`config.mk`:
```
export PLATFORM = sky130hd
export DESIGN_NAME = wasm_section_framer_core_flat
export DESIGN_NICKNAME = d
export VERILOG_FILES = /design/src/rtl/wsf_pkg.sv /design/src/rtl/wsf_if.sv /design/src/rtl/wsf_parse.sv /design/src/rtl/wsf_outq.sv /design/src/rtl/wasm_section_framer_core.sv /design/src/flat_wrapper.sv
export SDC_FILE = /design/constraint.sdc
export NUM_CORES = 1
export LEC_CHECK = 0
export ABC_AREA = 0
export BUFFER_PORTS_ARGS = -buffer_cell sky130_fd_sc_hd__buf_2
export CAP_MARGIN = 10
export CORE_UTILIZATION = 40
export DETAILED_ROUTE_END_ITERATION = 10
export PLACE_DENSITY = 0.61
export SLEW_MARGIN = 25
export SYNTH_ARGS = -nofsm -noshare
export SYNTH_HDL_FRONTEND = slang
export SYNTH_HIERARCHICAL = 1
export SYNTH_SLANG_ARGS = --single-unit
```
`constraint.sdc`:
```
create_clock -name clk_i -period 8.86 [get_ports clk_i]
set_clock_uncertainty 0.2 [all_clocks]
set_input_delay 0 -clock clk_i [delete_from_list [all_inputs] [get_ports clk_i]]
set_output_delay 0 -clock clk_i [all_outputs]
set_load 0.05 [all_outputs]
```
`src/rtl/wsf_pkg.sv`:
```
// shared types, codes and constants of the wasm section framer
`default_nettype none
package wsf_pkg;

  localparam logic [1:0] KIND_SECTION = 2'd0;
  localparam logic [1:0] KIND_END     = 2'd1;
  localparam logic [1:0] KIND_ERROR   = 2'd2;

  localparam logic [1:0] ERR_NONE     = 2'd0;
  localparam logic [1:0] ERR_BAD_HDR  = 2'd1;
  localparam logic [1:0] ERR_TRUNC    = 2'd2;
  localparam logic [1:0] ERR_BAD_ID   = 2'd3;

  localparam logic [7:0] MAX_SECTION_ID = 8'd12;
  localparam logic [2:0] HDR_LAST_IDX   = 3'd7;
  localparam logic [2:0] LEB_MAX_IDX    = 3'd4;

  localparam int unsigned QUEUE_DEPTH = 4;
  localparam int unsigned QPTR_W      = $clog2(QUEUE_DEPTH);

  typedef struct packed {
    logic [1:0]  kind;
    logic [7:0]  id;
    logic [31:0] size;
    logic [1:0]  err;
    logic        eor;
  } record_t;

  typedef struct packed {
    logic [1:0] count;
    record_t    rec0;
    record_t    rec1;
  } push_t;

  function automatic logic [7:0] magic_byte(input logic [2:0] idx);
    logic [7:0] val;
    case (idx)
      3'd0: val = 8'h00;
      3'd1: val = 8'h61;
      3'd2: val = 8'h73;
      3'd3: val = 8'h6d;
      3'd4: val = 8'h01;
      default: val = 8'h00;
    endcase
    return val;
  endfunction

  function automatic record_t mk_rec(input logic [1:0] kind, input logic [7:0] id,
                                     input logic [31:0] size, input logic [1:0] err);
    record_t r;
    r.kind = kind;
    r.id   = id;
    r.size = size;
    r.err  = err;
    r.eor  = 1'b0;
    return r;
  endfunction

endpackage
`default_nettype wire

```
`src/rtl/wsf_if.sv`:
```
// valid/ready channel interfaces for byte input and framing records
`default_nettype none
interface wsf_in_if;
  logic       valid;
  logic       ready;
  logic [7:0] data_byte;
  logic       last;

  modport source (output valid, output data_byte, output last, input ready);
  modport sink (input valid, input data_byte, input last, output ready);
endinterface

interface wsf_out_if;
  logic        valid;
  logic        ready;
  logic [1:0]  record_kind;
  logic [7:0]  section_id;
  logic [31:0] section_size;
  logic [1:0]  error_code;
  logic        end_of_run;

  modport source (output valid, output record_kind, output section_id,
                  output section_size, output error_code, output end_of_run,
                  input ready);
  modport sink (input valid, input record_kind, input section_id,
                input section_size, input error_code, input end_of_run,
                output ready);
endinterface
`default_nettype wire

```
`src/rtl/wsf_parse.sv`:
```
// framing state machine: header check, id, leb128 size, payload skip
`default_nettype none
module wsf_parse (
  input  wire logic          clk_i,
  input  wire logic          rst_ni,
  input  wire logic          fire_i,
  input  wire logic [7:0]    byte_i,
  input  wire logic          last_i,
  output wsf_pkg::push_t     push_o
);

  localparam logic [2:0] PH_MAGIC = 3'd0;
  localparam logic [2:0] PH_ID    = 3'd1;
  localparam logic [2:0] PH_LEB   = 3'd2;
  localparam logic [2:0] PH_SKIP  = 3'd3;
  localparam logic [2:0] PH_DRAIN = 3'd4;

  logic [2:0]  phase_q, phase_d;
  logic [2:0]  hdr_idx_q, hdr_idx_d;
  logic [7:0]  cur_id_q, cur_id_d;
  logic [31:0] acc_q, acc_d;
  logic [2:0]  leb_cnt_q, leb_cnt_d;
  logic [31:0] skip_q, skip_d;

  logic [2:0]  cnt_sat;
  logic [31:0] leb_part;
  logic [31:0] acc_new;
  logic [31:0] skip_dec;
  wsf_pkg::record_t rec0, rec1;
  logic [1:0]  count;

  always_comb begin
    cnt_sat = (leb_cnt_q > wsf_pkg::LEB_MAX_IDX) ? wsf_pkg::LEB_MAX_IDX : leb_cnt_q;
    case (cnt_sat)
      3'd0: leb_part = {25'd0, byte_i[6:0]};
      3'd1: leb_part = {18'd0, byte_i[6:0], 7'd0};
      3'd2: leb_part = {11'd0, byte_i[6:0], 14'd0};
      3'd3: leb_part = {4'd0, byte_i[6:0], 21'd0};
      default: leb_part = {byte_i[3:0], 28'd0};
    endcase
    acc_new  = acc_q | leb_part;
    skip_dec = (skip_q != 32'd0) ? (skip_q - 32'd1) : 32'd0;
  end

  always_comb begin
    phase_d   = phase_q;
    hdr_idx_d = hdr_idx_q;
    cur_id_d  = cur_id_q;
    acc_d     = acc_q;
    leb_cnt_d = leb_cnt_q;
    skip_d    = skip_q;
    rec0      = '0;
    rec1      = '0;
    count     = 2'd0;

    case (phase_q)
      PH_MAGIC: begin
        if (byte_i != wsf_pkg::magic_byte(hdr_idx_q)) begin
          rec0    = wsf_pkg::mk_rec(wsf_pkg::KIND_ERROR, 8'd0, 32'd0, wsf_pkg::ERR_BAD_HDR);
          count   = 2'd1;
          phase_d = PH_DRAIN;
        end else if (hdr_idx_q == wsf_pkg::HDR_LAST_IDX) begin
          phase_d = PH_ID;
          if (last_i) begin
            rec0  = wsf_pkg::mk_rec(wsf_pkg::KIND_END, 8'd0, 32'd0, wsf_pkg::ERR_NONE);
            count = 2'd1;
          end
        end else begin
          hdr_idx_d = hdr_idx_q + 3'd1;
          if (last_i) begin
            rec0  = wsf_pkg::mk_rec(wsf_pkg::KIND_ERROR, 8'd0, 32'd0, wsf_pkg::ERR_TRUNC);
            count = 2'd1;
          end
        end
      end
      PH_ID: begin
        cur_id_d = byte_i;
        if (byte_i > wsf_pkg::MAX_SECTION_ID) begin
          rec0    = wsf_pkg::mk_rec(wsf_pkg::KIND_ERROR, byte_i, 32'd0, wsf_pkg::ERR_BAD_ID);
          count   = 2'd1;
          phase_d = PH_DRAIN;
        end else begin
          acc_d     = 32'd0;
          leb_cnt_d = 3'd0;
          phase_d   = PH_LEB;
          if (last_i) begin
            rec0  = wsf_pkg::mk_rec(wsf_pkg::KIND_ERROR, 8'd0, 32'd0, wsf_pkg::ERR_TRUNC);
            count = 2'd1;
          end
        end
      end
      PH_LEB: begin
        acc_d     = acc_new;
        leb_cnt_d = cnt_sat + 3'd1;
        if (!byte_i[7] || (cnt_sat == wsf_pkg::LEB_MAX_IDX)) begin
          rec0    = wsf_pkg::mk_rec(wsf_pkg::KIND_SECTION, cur_id_q, acc_new,
                                    wsf_pkg::ERR_NONE);
          count   = 2'd1;
          skip_d  = acc_new;
          phase_d = (acc_new == 32'd0) ? PH_ID : PH_SKIP;
          if (last_i) begin
            count = 2'd2;
            if (acc_new == 32'd0) begin
              rec1 = wsf_pkg::mk_rec(wsf_pkg::KIND_END, 8'd0, 32'd0, wsf_pkg::ERR_NONE);
            end else begin
              rec1 = wsf_pkg::mk_rec(wsf_pkg::KIND_ERROR, 8'd0, 32'd0, wsf_pkg::ERR_TRUNC);
            end
          end
        end else if (last_i) begin
          rec0  = wsf_pkg::mk_rec(wsf_pkg::KIND_ERROR, 8'd0, 32'd0, wsf_pkg::ERR_TRUNC);
          count = 2'd1;
        end
      end
      PH_SKIP: begin
        skip_d = skip_dec;
        if (skip_dec == 32'd0) begin
          phase_d = PH_ID;
        end
        if (last_i) begin
          count = 2'd1;
          if (skip_dec == 32'd0) begin
            rec0 = wsf_pkg::mk_rec(wsf_pkg::KIND_END, 8'd0, 32'd0, wsf_pkg::ERR_NONE);
          end else begin
            rec0 = wsf_pkg::mk_rec(wsf_pkg::KIND_ERROR, 8'd0, 32'd0, wsf_pkg::ERR_TRUNC);
          end
        end
      end
      default: begin
        phase_d = PH_DRAIN;
      end
    endcase

    if (last_i) begin
      phase_d   = PH_MAGIC;
      hdr_idx_d = 3'd0;
      cur_id_d  = 8'd0;
      acc_d     = 32'd0;
      leb_cnt_d = 3'd0;
      skip_d    = 32'd0;
    end

    if (count == 2'd1) begin
      rec0.eor = 1'b1;
    end
    if (count == 2'd2) begin
      rec1.eor = 1'b1;
    end

    push_o.count = fire_i ? count : 2'd0;
    push_o.rec0  = rec0;
    push_o.rec1  = rec1;
  end

  always_ff @(posedge clk_i or negedge rst_ni) begin
    if (!rst_ni) begin
      phase_q   <= PH_MAGIC;
      hdr_idx_q <= 3'd0;
      cur_id_q  <= 8'd0;
      acc_q     <= 32'd0;
      leb_cnt_q <= 3'd0;
      skip_q    <= 32'd0;
    end else if (fire_i) begin
      phase_q   <= phase_d;
      hdr_idx_q <= hdr_idx_d;
      cur_id_q  <= cur_id_d;
      acc_q     <= acc_d;
      leb_cnt_q <= leb_cnt_d;
      skip_q    <= skip_d;
    end
  end

endmodule
`default_nettype wire

```
`src/rtl/wsf_outq.sv`:
```
// record queue: up to two writes and one read per cycle
`default_nettype none
module wsf_outq (
  input  wire logic             clk_i,
  input  wire logic             rst_ni,
  input  wire wsf_pkg::push_t   push_i,
  output logic                  room_o,
  output logic                  valid_o,
  input  wire logic             ready_i,
  output wsf_pkg::record_t      rec_o
);

  wsf_pkg::record_t mem_q [wsf_pkg::QUEUE_DEPTH];
  logic [wsf_pkg::QPTR_W-1:0] wr_ptr_q, rd_ptr_q, wr_ptr_p1;
  logic [wsf_pkg::QPTR_W:0]   fill_q;
  logic                       pop;

  assign wr_ptr_p1 = wr_ptr_q + 1'b1;
  assign pop       = valid_o && ready_i;
  assign valid_o   = fill_q != '0;
  assign room_o    = fill_q <= (wsf_pkg::QPTR_W + 1)'(wsf_pkg::QUEUE_DEPTH - 2);
  assign rec_o     = mem_q[rd_ptr_q];

  always_ff @(posedge clk_i) begin
    if (push_i.count != 2'd0) begin
      mem_q[wr_ptr_q] <= push_i.rec0;
    end
    if (push_i.count == 2'd2) begin
      mem_q[wr_ptr_p1] <= push_i.rec1;
    end
  end

  always_ff @(posedge clk_i or negedge rst_ni) begin
    if (!rst_ni) begin
      wr_ptr_q <= '0;
      rd_ptr_q <= '0;
      fill_q   <= '0;
    end else begin
      wr_ptr_q <= wr_ptr_q + push_i.count[wsf_pkg::QPTR_W-1:0];
      if (pop) begin
        rd_ptr_q <= rd_ptr_q + 1'b1;
      end
      fill_q <= fill_q + (wsf_pkg::QPTR_W + 1)'(push_i.count)
                - (wsf_pkg::QPTR_W + 1)'(pop);
    end
  end

endmodule
`default_nettype wire

```
`src/rtl/wasm_section_framer_core.sv`:
```
// top level of the wasm section framer: input stage, framer, record queue
//
//  channel  dir  beat contents
//  in_i     in   data_byte, last
//  out_o    out  record_kind, section_id, section_size, error_code, end_of_run
//
// one byte per cycle while the queue has room; each accepted byte waits in the input register until framed
// a final byte that completes a size can yield two records, queued together
// bytes stall only while three or more records wait in the four-entry queue
// reset returns to the magic check with an empty queue
`default_nettype none
module wasm_section_framer_core (
  input  wire logic  clk_i,
  input  wire logic  rst_ni,
  wsf_in_if.sink     in_i,
  wsf_out_if.source  out_o
);

  logic             in_vld_q;
  logic [7:0]       in_byte_q;
  logic             in_last_q;
  logic             room;
  logic             fire;
  wsf_pkg::push_t   push;
  wsf_pkg::record_t rec;

  assign fire       = in_vld_q && room;
  assign in_i.ready = !in_vld_q || room;

  always_ff @(posedge clk_i or negedge rst_ni) begin
    if (!rst_ni) begin
      in_vld_q <= 1'b0;
    end else if (in_i.ready) begin
      in_vld_q <= in_i.valid;
    end
  end

  always_ff @(posedge clk_i) begin
    if (in_i.valid && in_i.ready) begin
      in_byte_q <= in_i.data_byte;
      in_last_q <= in_i.last;
    end
  end

  wsf_parse u_parse (
    .clk_i  (clk_i),
    .rst_ni (rst_ni),
    .fire_i (fire),
    .byte_i (in_byte_q),
    .last_i (in_last_q),
    .push_o (push)
  );

  wsf_outq u_outq (
    .clk_i   (clk_i),
    .rst_ni  (rst_ni),
    .push_i  (push),
    .room_o  (room),
    .valid_o (out_o.valid),
    .ready_i (out_o.ready),
    .rec_o   (rec)
  );

  assign out_o.record_kind  = rec.kind;
  assign out_o.section_id   = rec.id;
  assign out_o.section_size = rec.size;
  assign out_o.error_code   = rec.err;
  assign out_o.end_of_run   = rec.eor;

endmodule
`default_nettype wire

```
`src/flat_wrapper.sv`:
```
// flat-port wrapper written by rule: the top's interface ports become plain ports
module wasm_section_framer_core_flat 
  (clk_i, rst_ni, in_i_valid, in_i_data_byte, in_i_last, in_i_ready, out_o_valid, out_o_record_kind, out_o_section_id, out_o_section_size, out_o_error_code, out_o_end_of_run, out_o_ready);
  wsf_in_if in_i_i ();
  wsf_out_if out_o_i ();
  input  wire logic clk_i;
  input  wire logic rst_ni;
  input wire logic [$bits(in_i_i.valid)-1:0] in_i_valid;
  input wire logic [$bits(in_i_i.data_byte)-1:0] in_i_data_byte;
  input wire logic [$bits(in_i_i.last)-1:0] in_i_last;
  output wire logic [$bits(in_i_i.ready)-1:0] in_i_ready;
  output wire logic [$bits(out_o_i.valid)-1:0] out_o_valid;
  output wire logic [$bits(out_o_i.record_kind)-1:0] out_o_record_kind;
  output wire logic [$bits(out_o_i.section_id)-1:0] out_o_section_id;
  output wire logic [$bits(out_o_i.section_size)-1:0] out_o_section_size;
  output wire logic [$bits(out_o_i.error_code)-1:0] out_o_error_code;
  output wire logic [$bits(out_o_i.end_of_run)-1:0] out_o_end_of_run;
  input wire logic [$bits(out_o_i.ready)-1:0] out_o_ready;
  assign in_i_i.valid = in_i_valid;
  assign in_i_i.data_byte = in_i_data_byte;
  assign in_i_i.last = in_i_last;
  assign in_i_ready = in_i_i.ready;
  assign out_o_valid = out_o_i.valid;
  assign out_o_record_kind = out_o_i.record_kind;
  assign out_o_section_id = out_o_i.section_id;
  assign out_o_section_size = out_o_i.section_size;
  assign out_o_error_code = out_o_i.error_code;
  assign out_o_end_of_run = out_o_i.end_of_run;
  assign out_o_i.ready = out_o_ready;
  wasm_section_framer_core u_core (.clk_i(clk_i), .rst_ni(rst_ni), .in_i(in_i_i), .out_o(out_o_i));
endmodule
```
=== After elaboration in Yosys (flattened, before gate mapping) ===
Memory sizes are Yosys's and may differ from the RTL's.
Cells that the tools add are included.

* Memories kept: 1
* Bits in registers: 98
* Input bits: 13
* Bits in writable memories: 180
* Output and inout port bits: 47
* Logic and storage cells: 124

{| class="wikitable"
|+ Memory list
! name !! words !! bits a word !! rd ports !! clocked after memory_dff !! write ports !! line !! source
|-
| u_core.u_outq.mem_q || 4 || 45 || 1 || 0 || 2 || wsf_outq.sv:13 || <nowiki>wsf_pkg::record_t mem_q [wsf_pkg::QUEUE_DEPTH];</nowiki>
|}

* Reductions and logical operators: 23
* $lt $le $gt $ge: 3
* Bitwise logic cells: 1
* Add/subtract/negate cells: 8
* Eq/ne operators: 22
* Multiplexer cells: 54

{| class="wikitable"
|+ Operators by type and width
! cell !! number
|-
| 45-bit two-way mux || 11
|-
| 45-bit case mux with 4 select lines || 1
|-
| 32-bit two-way mux || 5
|-
| 32-bit case mux with 2 select lines || 2
|-
| 32-bit case mux with 4 select lines || 1
|-
| 32-bit zero test || 2
|-
| 44-bit two-way mux || 1
|-
| 3-bit two-way mux || 13
|-
| 32-bit OR || 1
|-
| 32-bit nonzero test || 1
|-
| 32-bit by 1-bit subtractor with 32-bit output (second input constant) || 1
|-
| 7-bit case mux with 4 select lines || 1
|-
| 8-bit two-way mux || 3
|-
| 3-bit by 2-bit equality test with 1-bit output (second input constant) || 6
|-
| 3-bit case mux with 4 select lines || 1
|-
| 3-bit by 1-bit equality test with 1-bit output (second input constant) || 3
|-
| 3-bit equality test (second input constant) || 3
|-
| 1-bit two-way mux || 9
|-
| 3-bit by 2-bit inequality test with 1-bit output (second input constant) || 3
|-
| 3-bit nonzero test || 3
|-
| 8-bit by 4-bit > comparator with 1-bit output (second input constant) || 1
|-
| 2-bit two-way mux || 4
|-
| 8-bit inequality test || 1
|-
| 2-bit case mux with 4 select lines || 1
|-
| 20 further kinds || 33
|}

=== Logic depth before layout (Yosys ltp) ===
Gate-level depths: netlist of the first run.

* Depth in word-level cells: 11
* Mapped depth: 15
* Mapped depth without buffers: 14

=== Hierarchy ===
Netlist of the first run, hierarchy kept.

{| class="wikitable"
|+ Modules (own cells, without submodules)
! module !! area each (um2) !! times used !! cells an instance !! sequential area each (um2)
|-
| wsf_outq || 9711.8 || 1 || 479 || 5580.4
|-
| wsf_parse || 5834.3 || 1 || 727 || 2026.9
|-
| wasm_section_framer_core || 330.3 || 1 || 14 || 295.3
|}

=== Least setup slack after synthesis of the first run ===
OpenSTA, ideal clock, no wires.

* Kind: register to register
* Start point: reg u_core.u_parse.hdr_idx_q[0]
* End point: mem u_core/u_outq/mem_q[2][0] (netlist bit), enable pin
* Library setup time: 462 ps
* Path slack: 3241 ps
* Clock period less this slack: 5619 ps
* Path buffers: 0
* Required time: 8198 ps
* Cell stages (with the launch flop): 13
* Arrival time: 4956 ps
* Cells stage by stage: dfrtp_1 > inv_1 > ha_1 > or4_1 > o21ai_0 > mux2i_1 > o21ai_0 > nor2_1 > a22oi_1 > o21ai_0 > nor2_1 > or3b_2 > a21oi_1

{| class="wikitable"
|+ RTL lines
! item !! line !! source
|-
| start: declaration || wsf_parse.sv:19 || <nowiki>logic [2:0] hdr_idx_q, hdr_idx_d;</nowiki>
|-
| start signal: assignment || wsf_parse.sv:164 || <nowiki>hdr_idx_q <= hdr_idx_d;</nowiki>
|-
| end: declaration || wsf_outq.sv:13 ||
|}

==> summary.txt, run 1 <==
Setup path
  – Worst flop-to-flop path startpoint: u_core/u_parse/hdr_idx_q[0]
  – Worst path cell trace: ha_1, ha_1, or3_1, a221oi_1, o21ai_0, nor2_1, a22oi_1, o21ai_0, nor2_1, nor4b_4, buf_4, mux2_2
  – Critical Path Source Type: flop
  – Crit Path Max Fanout: 45
  – Critical path depth: 12
  – Reg-to-reg slack, setup: 4.27 ns
  – Required time worst endpoint: 8.97 ns
  – Crit path largest cell delay: 0.70 ns
  – CP endpoint: u_core/u_outq/mem_q[1][33]
  – Worst path bufs/invs: 1
  – Critical path type: flop to flop
  – FF-to-FF End: u_core/u_outq/mem_q[1][33]
  – Crit. End Element: flop
  – Crit path from: u_core/u_parse/hdr_idx_q[0]
  – Critical Path AT: 4.70 ns
  – Slowest cell on the critical path: buf_4
  – R2R cell count: 12
  – Cell family with most CP delay: simple AND/OR/NAND/NOR gates

Timing
  – Max Slew Vio Count: 0
  – Worst slew margin: 0.271
  – PnR worst setup slack: 4.27 ns
  – Final min period: 4.59 ns
  – Setup_tns: 0 ns
  – Final Hold Viols: 0
  – Slew @ Worst Pin: 1.09 ns
  – Final setup viols: 0
  – F_max: 218 MHz
  – Final period util: 0.518
  – RSZ-0062 raised after global routing: no

Flow run
  – # Max-Cap Violations: 0

Yosys
  – Adder-Cell Fraction of Synth Area: 0.0170
  – Simple-gate share of the synthesized area: 0.0958
  – Synth Area in XOR/XNOR: 0.0110
  – Yosys warning total: 6
  – Seq/Total Area, Yosys: 0.498
  – Syn Area/Cell: 13.0 um2
  – Ys async rst share: 0.320
  – Mapped Cells: 1,220
  – #FFs+latches synth: 278
  – Mapped cell area: 0.0159 mm2
  – Most used DFF post-synth: edfxtp_1
  – Compound-cell area share of the yosys netlist: 0.0954
  – Largest family of logic cells by synthesized area: multiplexers
  – Yosys cell types: 80
  – EDFF count, synth: 189
  – Mux share of post-synthesis cell area: 0.220

Global route
  – Total grt overflow: 0
  – GR Util All Layers: 0.185
  – Initial antenna violation count: 0
  – Largest net degree at the start of global routing: 66
  – Vias in the first global route: 10,292
  – First-pass GRT wire length: 59,100 um

Detailed routing
  – Vias per inst: 5.52
  – Detailed Route Iter0 Violations: 784
  – Number of routed nets with antenna violations: 0
  – DR vias: 10,013
  – DR WL/cell: 20.5 um
  – DRT Pass-1 Iters: 5
  – DRT Wirelength: 37,100 um
  – Post-route DRC: 0

Hold path
  – Hold Path Origin: out_o_ready
  – Min-delay worst type: primary input to flop

Clock tree
  – Max Root-Sink Buffers: 3
  – Root Buffer: clkbuf_16
  – Inserted Clock Buffers: 31
  – Resized Gates After CTS: 0
  – H-tree depth: 1
  – Clk sink count: 278
  – Reg clk slew, reported paths: 0.06 ns
  – Hold Buf Count CTS: 24
  – Clock latency on the worst-skew pair: 0.58 ns
  – TritonCTS clock tree: yes
  – Post-CTS setup buffers: 0

Floorplan
  – Number of I/O pins: 60
  – Initial Util: 0.408
  – Core Box Area: 0.0389 mm2
  – Die area: 0.0405 mm2
  – Die H: 201 um
  – Width of the die: 201 um
  – Row count: 72

Pwr
  – Power share of the sequential group: 0.372
  – Clk pwr share: 0.285
  – Worst vdd ir: 0.165 mV
  – Static leakage: 6.84 nW
  – Total power: 4.66 mW
  – Logic gate share of total power: 0.343
  – NetSw: 1.76 mW
  – Internal Power: 2.90 mW
  – Power Density: 265 mW/mm2
  – Fraction of power spent switching nets: 0.378

Finish
  – Share of layout cells above drive strength 1: 0.292
  – Antenna diodes: 0
  – Area grow syn2layout: 10.8%
  – Fin cells: 1,815
  – Layout Nets: 1,306

Outcome
  – Status: completed

Placed design
  – I/O Buffers: 59
  – Dpl hpwl: 23,700 um
  – Routability cong.: 0.911
  – Place WS: 4.18 ns
  – Placed Cells: 1,732
[worst reg2reg max path: stages, from the launching register on]
cell	delay, ns
dfrtp_1	0.41
ha_1	0.25
ha_1	0.23
or3_1	0.31
a221oi_1	0.30
o21ai_0	0.17
nor2_1	0.25
a22oi_1	0.11
o21ai_0	0.31
nor2_1	0.25
nor4b_4	0.32
buf_4	0.70
mux2_2	0.51
[Yosys cell counts (all sizes together) (22+ instances only)]
library cell    n  share of area
inv            23         0.0054
clkbuf         39         0.0095
nor2          103          0.024
nor3           27          0.010
nand2          61          0.014
mux4           45          0.064
edfxtp        189           0.36
dfrtp          89           0.14
a22o           22          0.012
o21ai          55          0.017
a21oi          63          0.020
mux2          181           0.15
buf            83          0.047
[logic make-up (layout without fill, tap and decap cells)]
group,count (synthesis),in the layout
XOR/XNOR,20,20
other,1,41
multiplexers,229,229
buffers and inverters,146,183
AO/OA/AOI/OAI,235,235
adder cells (fa/ha/maj),21,21
flip-flops,278,278
AND/OR/NAND/NOR,290,290
[final cells by class]
class / instances / area (um2)
Clock inverter: 13 / 166
Clock buffer: 45 / 890
Sequential cell: 278 / 7910
Tap cell: 518 / 648
Fill cell: 3559 / 21300
Timing Repair Buffer: 101 / 696
Multi-Input combinational cell: 836 / 7190
Inverter: 24 / 90.1
[worst min path at each step]
stage | end | slack (ns) | cells past startpoint
4_1_cts | u_core/u_outq/rd_ptr_q[1] | 0.10 | 4
2_1_floorplan | u_core/in_vld_q | -0.50 | 0
6_report | u_core/u_outq/rd_ptr_q[1] | 0.13 | 4
5_1_grt | u_core/u_outq/rd_ptr_q[0] | 0.14 | 4
3_5_place_dp | u_core/u_parse/skip_q[22] | -0.26 | 1
3_3_place_gp | u_core/u_parse/skip_q[22] | -0.27 | 1
[power by group through the flow]
| stage | combinational [mW] | clock [mW] | sequential, mW |
|---|---|---|---|
| final | 1.60 | 1.33 | 1.74 |
| after global routing | 1.68 | 1.41 | 1.76 |
| after detailed placement | 1.61 | 0 | 1.77 |
| after global placement | 1.60 | 0 | 1.76 |
| after CTS | 1.62 | 1.36 | 1.74 |
| after floorplan | 1.33 | 0 | 1.67 |
[layer usage]
| metal | track usage | part of all wire | up-vias |
|---|---|---|---|
| met3 | 0.0256 | 0.066 | 42 |
| met2 | 0.306 | 0.48 | 316 |
| li1 | - | - | 4677 |
| met5 | 0 | 0 | - |
| met1 | 0.252 | 0.44 | 4978 |
| met4 | 0.0563 | 0.022 | 0 |
[registers in the layout (all words and copies together) (netlist names), 8 cells and up]
register                 count
u_core/u_outq/mem_q        180
u_core/u_parse/skip_q       32
u_core/u_parse/cur_id_q      8
u_core/in_byte_q             8
u_core/u_parse/acc_q        32
[per-stage QoR]
step                cell area (um2)   util  hold WS [ns]
global placement              16300  0.418        -0.266
detailed placement            16300  0.418        -0.259
floorplan                     16000      -        -0.496
finish                        17600  0.452         0.135
global route                  17600  0.452         0.141
CTS                           17600  0.451         0.104
[layout by cell type, fill, tap and decap left out, types with 9 or more instances in the layout]
cell             n
a21oi_1         61
clkbuf_16       32
mux2_2          70
nor3_1          22
dfrtp_1         87
conb_1          41
mux2_4         110
nor2_1         102
nand2_1         61
a22o_1          22
o31ai_1         19
nand4_1         14
inv_1           23
xnor2_1         12
edfxtp_1       189
and3_1           9
ha_1            20
a31oi_1         20
nand3_1         10
o21ai_0         30
or3_1           12
dlygate4sd3_1   23
buf_4           18
buf_2           58
a22oi_1          9
mux4_2          45
clkbuf_1         9
o21ai_1         25
Power figures use the tool's default switching activity.
==> run 2: changes to the inputs <==
--- a/config.mk
+++ b/config.mk
@@ -10,7 +10,7 @@
 export CAP_MARGIN = 10
 export CORE_UTILIZATION = 40
 export DETAILED_ROUTE_END_ITERATION = 10
-export PLACE_DENSITY = 0.61
+export PLACE_DENSITY = 0.63
 export SLEW_MARGIN = 25
 export SYNTH_ARGS = -nofsm -noshare
 export SYNTH_HDL_FRONTEND = slang
==> constraint.sdc (replaced) <==
create_clock -name clk_i -period 3.7 [get_ports clk_i]
set_clock_uncertainty 0.2 [all_clocks]
set_input_delay 0 -clock clk_i [delete_from_list [all_inputs] [get_ports clk_i]]
set_output_delay 0 -clock clk_i [all_outputs]
set_load 0.05 [all_outputs]
==> run 2 against run 1 <==
Net effect: fmax is 28% higher; combinational power grew to 2.5 times the previous value; power is 140% higher; flip-flop and latch count stayed put; clock-buffer cell count is 12 lower; design area is 6.5% higher; critical path depth is 1 higher; hold slack better by 0.0061 ns; cell count is 6.1% higher; routed wire length is 5.7% higher; critical path type unchanged; critical endpoint is now u_core/u_outq/mem_q[3][14].
==> summary.txt, run 2 (synthesis results as in run 1) <==
Detailed routing
  – DR vias: 10,687 (was 10,013)
  – Detailed Route Iter0 Violations: 907 (was 784)
  – DRT Wirelength: 39,200 um (was 37,100 um)
  – DRT Pass-1 Iters: 5 (unchanged)
  – Post-route DRC: 0 (unchanged)
  – DR WL/cell: 20.4 um (was 20.5 um)
  – Number of routed nets with antenna violations: 0 (unchanged)
  – Vias per inst: 5.55 (was 5.52)

Timing
  – Final Hold Viols: 0 (unchanged)
  – Final setup viols: 0 (unchanged)
  – Min Hold Slack: 0.141 ns (was 0.135 ns)
  – Slew @ Worst Pin: 0.878 ns (was 1.09 ns)
  – Final period util: 0.966 (was 0.518)
  – PnR worst setup slack: 0.125 ns (was 4.27 ns)
  – F_max: 280 MHz (was 218 MHz)
  – Setup_tns: 0 ns (unchanged)
  – Worst slew margin: 0.413 (was 0.271)
  – Max Slew Vio Count: 0 (unchanged)
  – Final min period: 3.58 ns (was 4.59 ns)

Placed design
  – I/O Buffers: 59 (unchanged)
  – Area after DPL: 0.0173 mm2 (was 0.0163 mm2)
  – Dpl hpwl: 27,000 um (was 23,700 um)
  – Routability cong.: 0.907 (was 0.911)
  – Place WS: 0.0488 ns (was 4.18 ns)

Setup path
  – Critical Path Source Type: flop (unchanged)
  – Required time worst endpoint: 3.81 ns (was 8.97 ns)
  – R2R cell count: 13 (was 12)
  – Crit. End Element: flop (unchanged)
  – Crit Path Max Fanout: 16 (was 45)
  – Critical Path AT: 3.68 ns (was 4.70 ns)
  – Critical path type: flop to flop (unchanged)

Clock tree
  – Clk sink count: 278 (unchanged)
  – H-tree depth: 1 (unchanged)
  – TritonCTS clock tree: yes (unchanged)
  – Clock latency on the worst-skew pair: 0.56 ns (was 0.58 ns)
  – Reg clk slew, reported paths: 0.06 ns (about the same)
  – Inserted Clock Buffers: 29 (was 31)
  – Root Buffer: clkbuf_16 (unchanged)
  – Max Root-Sink Buffers: 3 (unchanged)

Hold path
  – Min-delay worst type: primary input to flop (unchanged)
  – WHS Path Cells: 4 (unchanged)

Global route
  – First-pass GRT wire length: 62,400 um (was 59,100 um)
  – Initial antenna violation count: 0 (unchanged)
  – Total grt overflow: 0 (unchanged)
  – GR Util All Layers: 0.194 (was 0.185)
  – Largest net degree at the start of global routing: 51 (was 66)
  – Vias in the first global route: 10,770 (was 10,292)

Finish
  – Layout Nets: 1,419 (was 1,306)
  – Final instance area: 0.0187 mm2 (was 0.0176 mm2)
  – Largest regs: u_core/u_outq/mem_q x180, u_core/u_parse/acc_q x32, u_core/u_parse/skip_q x32 (unchanged)
  – Antenna diodes: 0 (unchanged)
  – Register with the most flip-flops: u_core/u_outq/mem_q (unchanged)
  – Number of flip-flops in the largest register: 180 (unchanged)
  – Share of layout cells above drive strength 1: 0.361 (was 0.292)
  – Area of the multi-input gates: 0.00728 mm2 (was 0.00719 mm2)
  – Most frequent cells in the layout: edfxtp_1 (189), buf_4 (114), mux2_4 (110) (was edfxtp_1 (189), mux2_4 (110), nor2_1 (102))
  – Most common cell after layout, fill and taps aside: edfxtp_1 (unchanged)
  – Area grow syn2layout: 18.0% (was 10.8%)
  – Fillers: 3,437 (was 3,559)
  – Reg area: 0.00791 mm2 (about the same)
  – Final Util: 0.481 (was 0.452)

Floorplan
  – Initial Util: 0.408 (unchanged)
  – Die area: 0.0405 mm2 (unchanged)
  – Row count: 72 (unchanged)
  – Width of the die: 201 um (unchanged)
  – Die H: 201 um (unchanged)
  – Number of I/O pins: 60 (unchanged)
  – Core Box Area: 0.0389 mm2 (unchanged)

Outcome
  – Status: completed (unchanged)

Pwr
  – Worst vdd ir: 0.401 mV (was 0.165 mV)
  – Power Density: 603 mW/mm2 (was 265 mW/mm2)
  – Static leakage: 7.44 nW (was 6.84 nW)

Flow run
  – # Max-Cap Violations: 0 (unchanged)
## run 2: metal layers
layer | vias to the layer above | part of all wire | track usage
met2 | 336 | 0.49 | 0.328
met5 | - | 0 | 0
met3 | 58 | 0.061 | 0.0285
li1 | 4908 | - | -
met4 | 0 | 0.022 | 0.0538
met1 | 5385 | 0.43 | 0.260
## run 2: power breakdown
| part | total, mW | switching [mW] | internal [mW] |
|---|---|---|---|
| clock network | 3.15 | 1.23 | 1.92 |
| registers | 4.15 | 0.332 | 3.82 |
| logic | 4.01 | 2.70 | 1.31 |
## run 2: worst paths after layout
path                                             startpoint  slack (ns)                    endpoint
worst max-delay path            u_core/u_parse/hdr_idx_q[1]        0.12  u_core/u_outq/mem_q[3][14]
worst min-delay path                            out_o_ready        0.14   u_core/u_outq/rd_ptr_q[1]
worst max register to register  u_core/u_parse/hdr_idx_q[1]        0.12  u_core/u_outq/mem_q[3][14]
worst min register to register     u_core/u_parse/acc_q[28]        0.28    u_core/u_parse/acc_q[28]
max in group asynchronous                            rst_ni        2.42  u_core/u_parse/cur_id_q[5]
min in group asynchronous                            rst_ni        0.38   u_core/u_parse/skip_q[19]
## run 2: critical path, cell delays in order, from the launching register on
cell	delay, ns
dfrtp_2	0.46
ha_4	0.19
or4_1	0.53
o21ai_2	0.10
mux2i_1	0.23
o21ai_2	0.08
nor2_2	0.12
a22oi_2	0.07
o21ai_2	0.21
nor2_4	0.09
and4bb_4	0.34
buf_12	0.19
buf_12	0.18
mux2_4	0.31
## run 2: layout make-up
class / count / share of cell area
Multi-Input combinational cell: 836 / 0.388
Clock inverter: 20 / 0.0148
Timing Repair Buffer: 216 / 0.0956
Inverter: 24 / 0.00481
Clock buffer: 33 / 0.0395
Tap cell: 518 / 0.0346
Sequential cell: 278 / 0.422
## run 2: per-stage QoR
step                power, mW  instances
floorplan                7.21       1260
global placement         8.18       1835
detailed placement       8.22       1835
CTS                      11.4       1912
global route             11.8       1925
finish                   11.3       1925
## run 2: timing repair
action                                  CTS  global route
endpoints found under the setup margin    0           228
resized for setup                         0            15
hold buffers                             24             0
endpoints found under the hold margin    73             0
buffers inserted                          0            12
==> run 3: changes to the inputs <==
--- a/config.mk
+++ b/config.mk
@@ -10,7 +10,7 @@
 export CAP_MARGIN = 10
 export CORE_UTILIZATION = 40
 export DETAILED_ROUTE_END_ITERATION = 10
-export PLACE_DENSITY = 0.63
+export PLACE_DENSITY = 0.61
 export SLEW_MARGIN = 25
 export SYNTH_ARGS = -nofsm -noshare
 export SYNTH_HDL_FRONTEND = slang
==> constraint.sdc (replaced) <==
create_clock -name clk_i -period 4.3 [get_ports clk_i]
set_clock_uncertainty 0.2 [all_clocks]
set_input_delay 0 -clock clk_i [delete_from_list [all_inputs] [get_ports clk_i]]
set_output_delay 0 -clock clk_i [all_outputs]
set_load 0.05 [all_outputs]
==> run 3 against run 2 <==
Net effect: hold slack lost 0.013 ns; largest power group unchanged; via count fell by 2.5%; sequential power fell by 13%; fmax shrank 10%; setup slack gained 0.19 ns; register-to-register slack better by 0.19 ns; non-clock buffer count fell by 70; flip-flop and latch count stayed put; design area shrank 3.4%.
==> summary.txt, run 3 (synthesis results as in run 1) <==
Outcome
  – Status: completed (unchanged)

Global route
  – First-pass GRT wire length: 60,400 um (was 62,400 um)
  – Total grt overflow: 0 (unchanged)
  – Vias in the first global route: 10,357 (was 10,770)
  – Largest net degree at the start of global routing: 49 (was 51)
  – GR Util All Layers: 0.188 (was 0.194)
  – Initial antenna violation count: 0 (unchanged)

Finish
  – Largest regs: u_core/u_outq/mem_q x180, u_core/u_parse/acc_q x32, u_core/u_parse/skip_q x32 (unchanged)
  – Area grow syn2layout: 14.0% (was 18.0%)
  – Area of the multi-input gates: 0.00719 mm2 (was 0.00728 mm2)
  – Antenna diodes: 0 (unchanged)
  – Most common cell after layout, fill and taps aside: edfxtp_1 (unchanged)
  – Most frequent cells in the layout: edfxtp_1 (189), mux2_4 (110), nor2_1 (100) (was edfxtp_1 (189), buf_4 (114), mux2_4 (110))
  – Layout Nets: 1,350 (was 1,419)
  – Share of layout cells above drive strength 1: 0.320 (was 0.361)
  – Register with the most flip-flops: u_core/u_outq/mem_q (unchanged)
  – Reg area: 0.00791 mm2 (about the same)
  – Number of flip-flops in the largest register: 180 (unchanged)
  – Fillers: 3,467 (was 3,437)

Flow run
  – # Max-Cap Violations: 0 (unchanged)

Pwr
  – Logic gate share of total power: 0.349 (was 0.354)
  – Power share of the sequential group: 0.370 (was 0.367)
  – Clk pwr share: 0.281 (was 0.278)
  – Power Density: 537 mW/mm2 (was 603 mW/mm2)
  – Internal Power: 6.03 mW (was 7.05 mW)
  – Fraction of power spent switching nets: 0.380 (was 0.377)
  – NetSw: 3.70 mW (was 4.26 mW)
  – Worst vdd ir: 0.342 mV (was 0.401 mV)
  – Static leakage: 7.09 nW (was 7.44 nW)

Clock tree
  – Reg clk slew, reported paths: 0.06 ns (about the same)
  – Post-CTS setup buffers: 0 (unchanged)
  – Inserted Clock Buffers: 30 (was 29)
  – Clk sink count: 278 (unchanged)
  – H-tree depth: 1 (unchanged)
  – Max Root-Sink Buffers: 3 (unchanged)
  – Root Buffer: clkbuf_16 (unchanged)
  – Clock latency on the worst-skew pair: 0.55 ns (was 0.56 ns)
  – TritonCTS clock tree: yes (unchanged)

Detailed routing
  – Number of routed nets with antenna violations: 0 (unchanged)
  – DR top layer: met4 (unchanged)
  – Vias per inst: 5.61 (was 5.55)
  – DR WL/cell: 20.7 um (was 20.4 um)
  – Met1 wire length: 17,200 um (was 16,900 um)
  – Metal2 WL: 18,400 um (was 19,000 um)
  – DRT Pass-1 Iters: 6 (was 5)
  – DR vias: 10,417 (was 10,687)
  – WL met3: 2170 um (was 2380 um)
  – Post-route DRC: 0 (unchanged)
  – DRT Wirelength: 38,400 um (was 39,200 um)
  – Detailed Route Iter0 Violations: 749 (was 907)

Timing
  – Final period util: 0.927 (was 0.966)
  – Final min period: 3.98 ns (was 3.58 ns)
  – RSZ-0062 raised after global routing: no
  – PnR worst setup slack: 0.316 ns (was 0.125 ns)
  – Final setup viols: 0 (unchanged)
  – Max Slew Vio Count: 0 (unchanged)
  – Final Hold Viols: 0 (unchanged)
  – Slew @ Worst Pin: 0.798 ns (was 0.878 ns)
  – F_max: 251 MHz (was 280 MHz)
  – Min Hold Slack: 0.127 ns (was 0.141 ns)
  – Worst slew margin: 0.466 (was 0.413)

Floorplan
  – Core Box Area: 0.0389 mm2 (unchanged)
  – Width of the die: 201 um (unchanged)
  – Initial Util: 0.408 (unchanged)
  – Die area: 0.0405 mm2 (unchanged)
  – Row count: 72 (unchanged)
  – Number of I/O pins: 60 (unchanged)
  – Die H: 201 um (unchanged)

Setup path
  – FF-to-FF End: u_core/u_outq/mem_q[2][35] (was u_core/u_outq/mem_q[3][14])
  – Critical path type: flop to flop (unchanged)
  – Critical Path AT: 4.04 ns (was 3.68 ns)
  – Reg-to-reg slack, setup: 0.32 ns (was 0.12 ns)
  – Required time worst endpoint: 4.36 ns (was 3.81 ns)
  – Crit. End Element: flop (unchanged)
  – Crit Path Max Fanout: 22 (was 16)
  – Worst flop-to-flop path startpoint: u_core/u_parse/hdr_idx_q[0] (was u_core/u_parse/hdr_idx_q[1])
  – R2R cell count: 13 (unchanged)
  – Critical Path Source Type: flop (unchanged)

Placed design
  – I/O Buffers: 59 (unchanged)
  – Routability cong.: 0.918 (was 0.907)
  – Dpl hpwl: 25,900 um (was 27,000 um)
  – Place WS: 0.100 ns (was 0.0488 ns)

Hold path
  – Min-delay worst type: primary input to flop (unchanged)
  – WHS Path Cells: 4 (unchanged)
  – Hold Path Sink: u_core/u_outq/rd_ptr_q[1] (unchanged)
  – Hold Path Origin: out_o_ready (unchanged)
[run 3: per-stage QoR]
stage / instance area, um2 / std cells / util / total power [mW] / TNS, ns
after floorplan: 16100 / 1260 / - / 6.18 / -0.670
after global placement: 16800 / 1777 / 0.431 / 7.00 / 0
after detailed placement: 16800 / 1777 / 0.431 / 7.04 / 0
after CTS: 18100 / 1857 / 0.464 / 9.81 / 0
after global routing: 18100 / 1858 / 0.465 / 10.1 / 0
final: 18100 / 1858 / 0.465 / 9.72 / 0
[run 3: layout make-up]
cell class | count | area share
Timing Repair Buffer | 146 | 0.0668
Inverter | 24 | 0.00498
Clock inverter | 18 | 0.0115
Tap cell | 518 | 0.0358
Clock buffer | 38 | 0.0471
Multi-Input combinational cell | 836 | 0.397
Sequential cell | 278 | 0.437
[run 3: what timing repair did]
action	4_1_cts	5_1_grt
hold buffers	24	0
setup endpoints to repair	0	355
gates resized for setup	0	3
endpoints found under the hold margin	112	0
[run 3: critical path, cell delays in order (launching register included)]
cell,delay (ns)
dfrtp_1,0.40
inv_1,0.09
ha_1,0.25
or4_1,0.48
o21ai_0,0.15
mux2i_1,0.22
o21ai_0,0.13
nor2_2,0.19
a22oi_1,0.09
o21ai_1,0.27
nor2_2,0.17
or3b_2,0.52
a21oi_4,0.27
clkbuf_16,0.27
[run 3: power by group through the flow]
stage	clock network (mW)	registers, mW	logic [mW]
global route	2.89	3.66	3.58
CTS	2.79	3.61	3.40
finish	2.73	3.60	3.39
floorplan	0	3.42	2.76
detailed placement	0	3.67	3.37
global placement	0	3.65	3.35
[run 3: layer usage]
layer	GRT usage	vias up
met5	0	-
met4	0.0414	0
met3	0.0253	47
met2	0.312	353
met1	0.263	5254
li1	-	4763
[run 3: how the worst max path moves through the flow]
stage                                           start                         end  slack, ns  cells after the start
after global routing      u_core/u_parse/hdr_idx_q[0]  u_core/u_outq/mem_q[1][19]      0.003                     14
after global placement    u_core/u_parse/hdr_idx_q[0]  u_core/u_outq/mem_q[2][19]       0.25                     13
after floorplan           u_core/u_parse/hdr_idx_q[0]   u_core/u_outq/mem_q[3][0]      -0.01                     12
after detailed placement  u_core/u_parse/hdr_idx_q[0]  u_core/u_outq/mem_q[2][16]       0.10                     13
after CTS                 u_core/u_parse/hdr_idx_q[0]  u_core/u_outq/mem_q[2][24]       0.09                     13
final                     u_core/u_parse/hdr_idx_q[0]  u_core/u_outq/mem_q[2][35]       0.32                     13
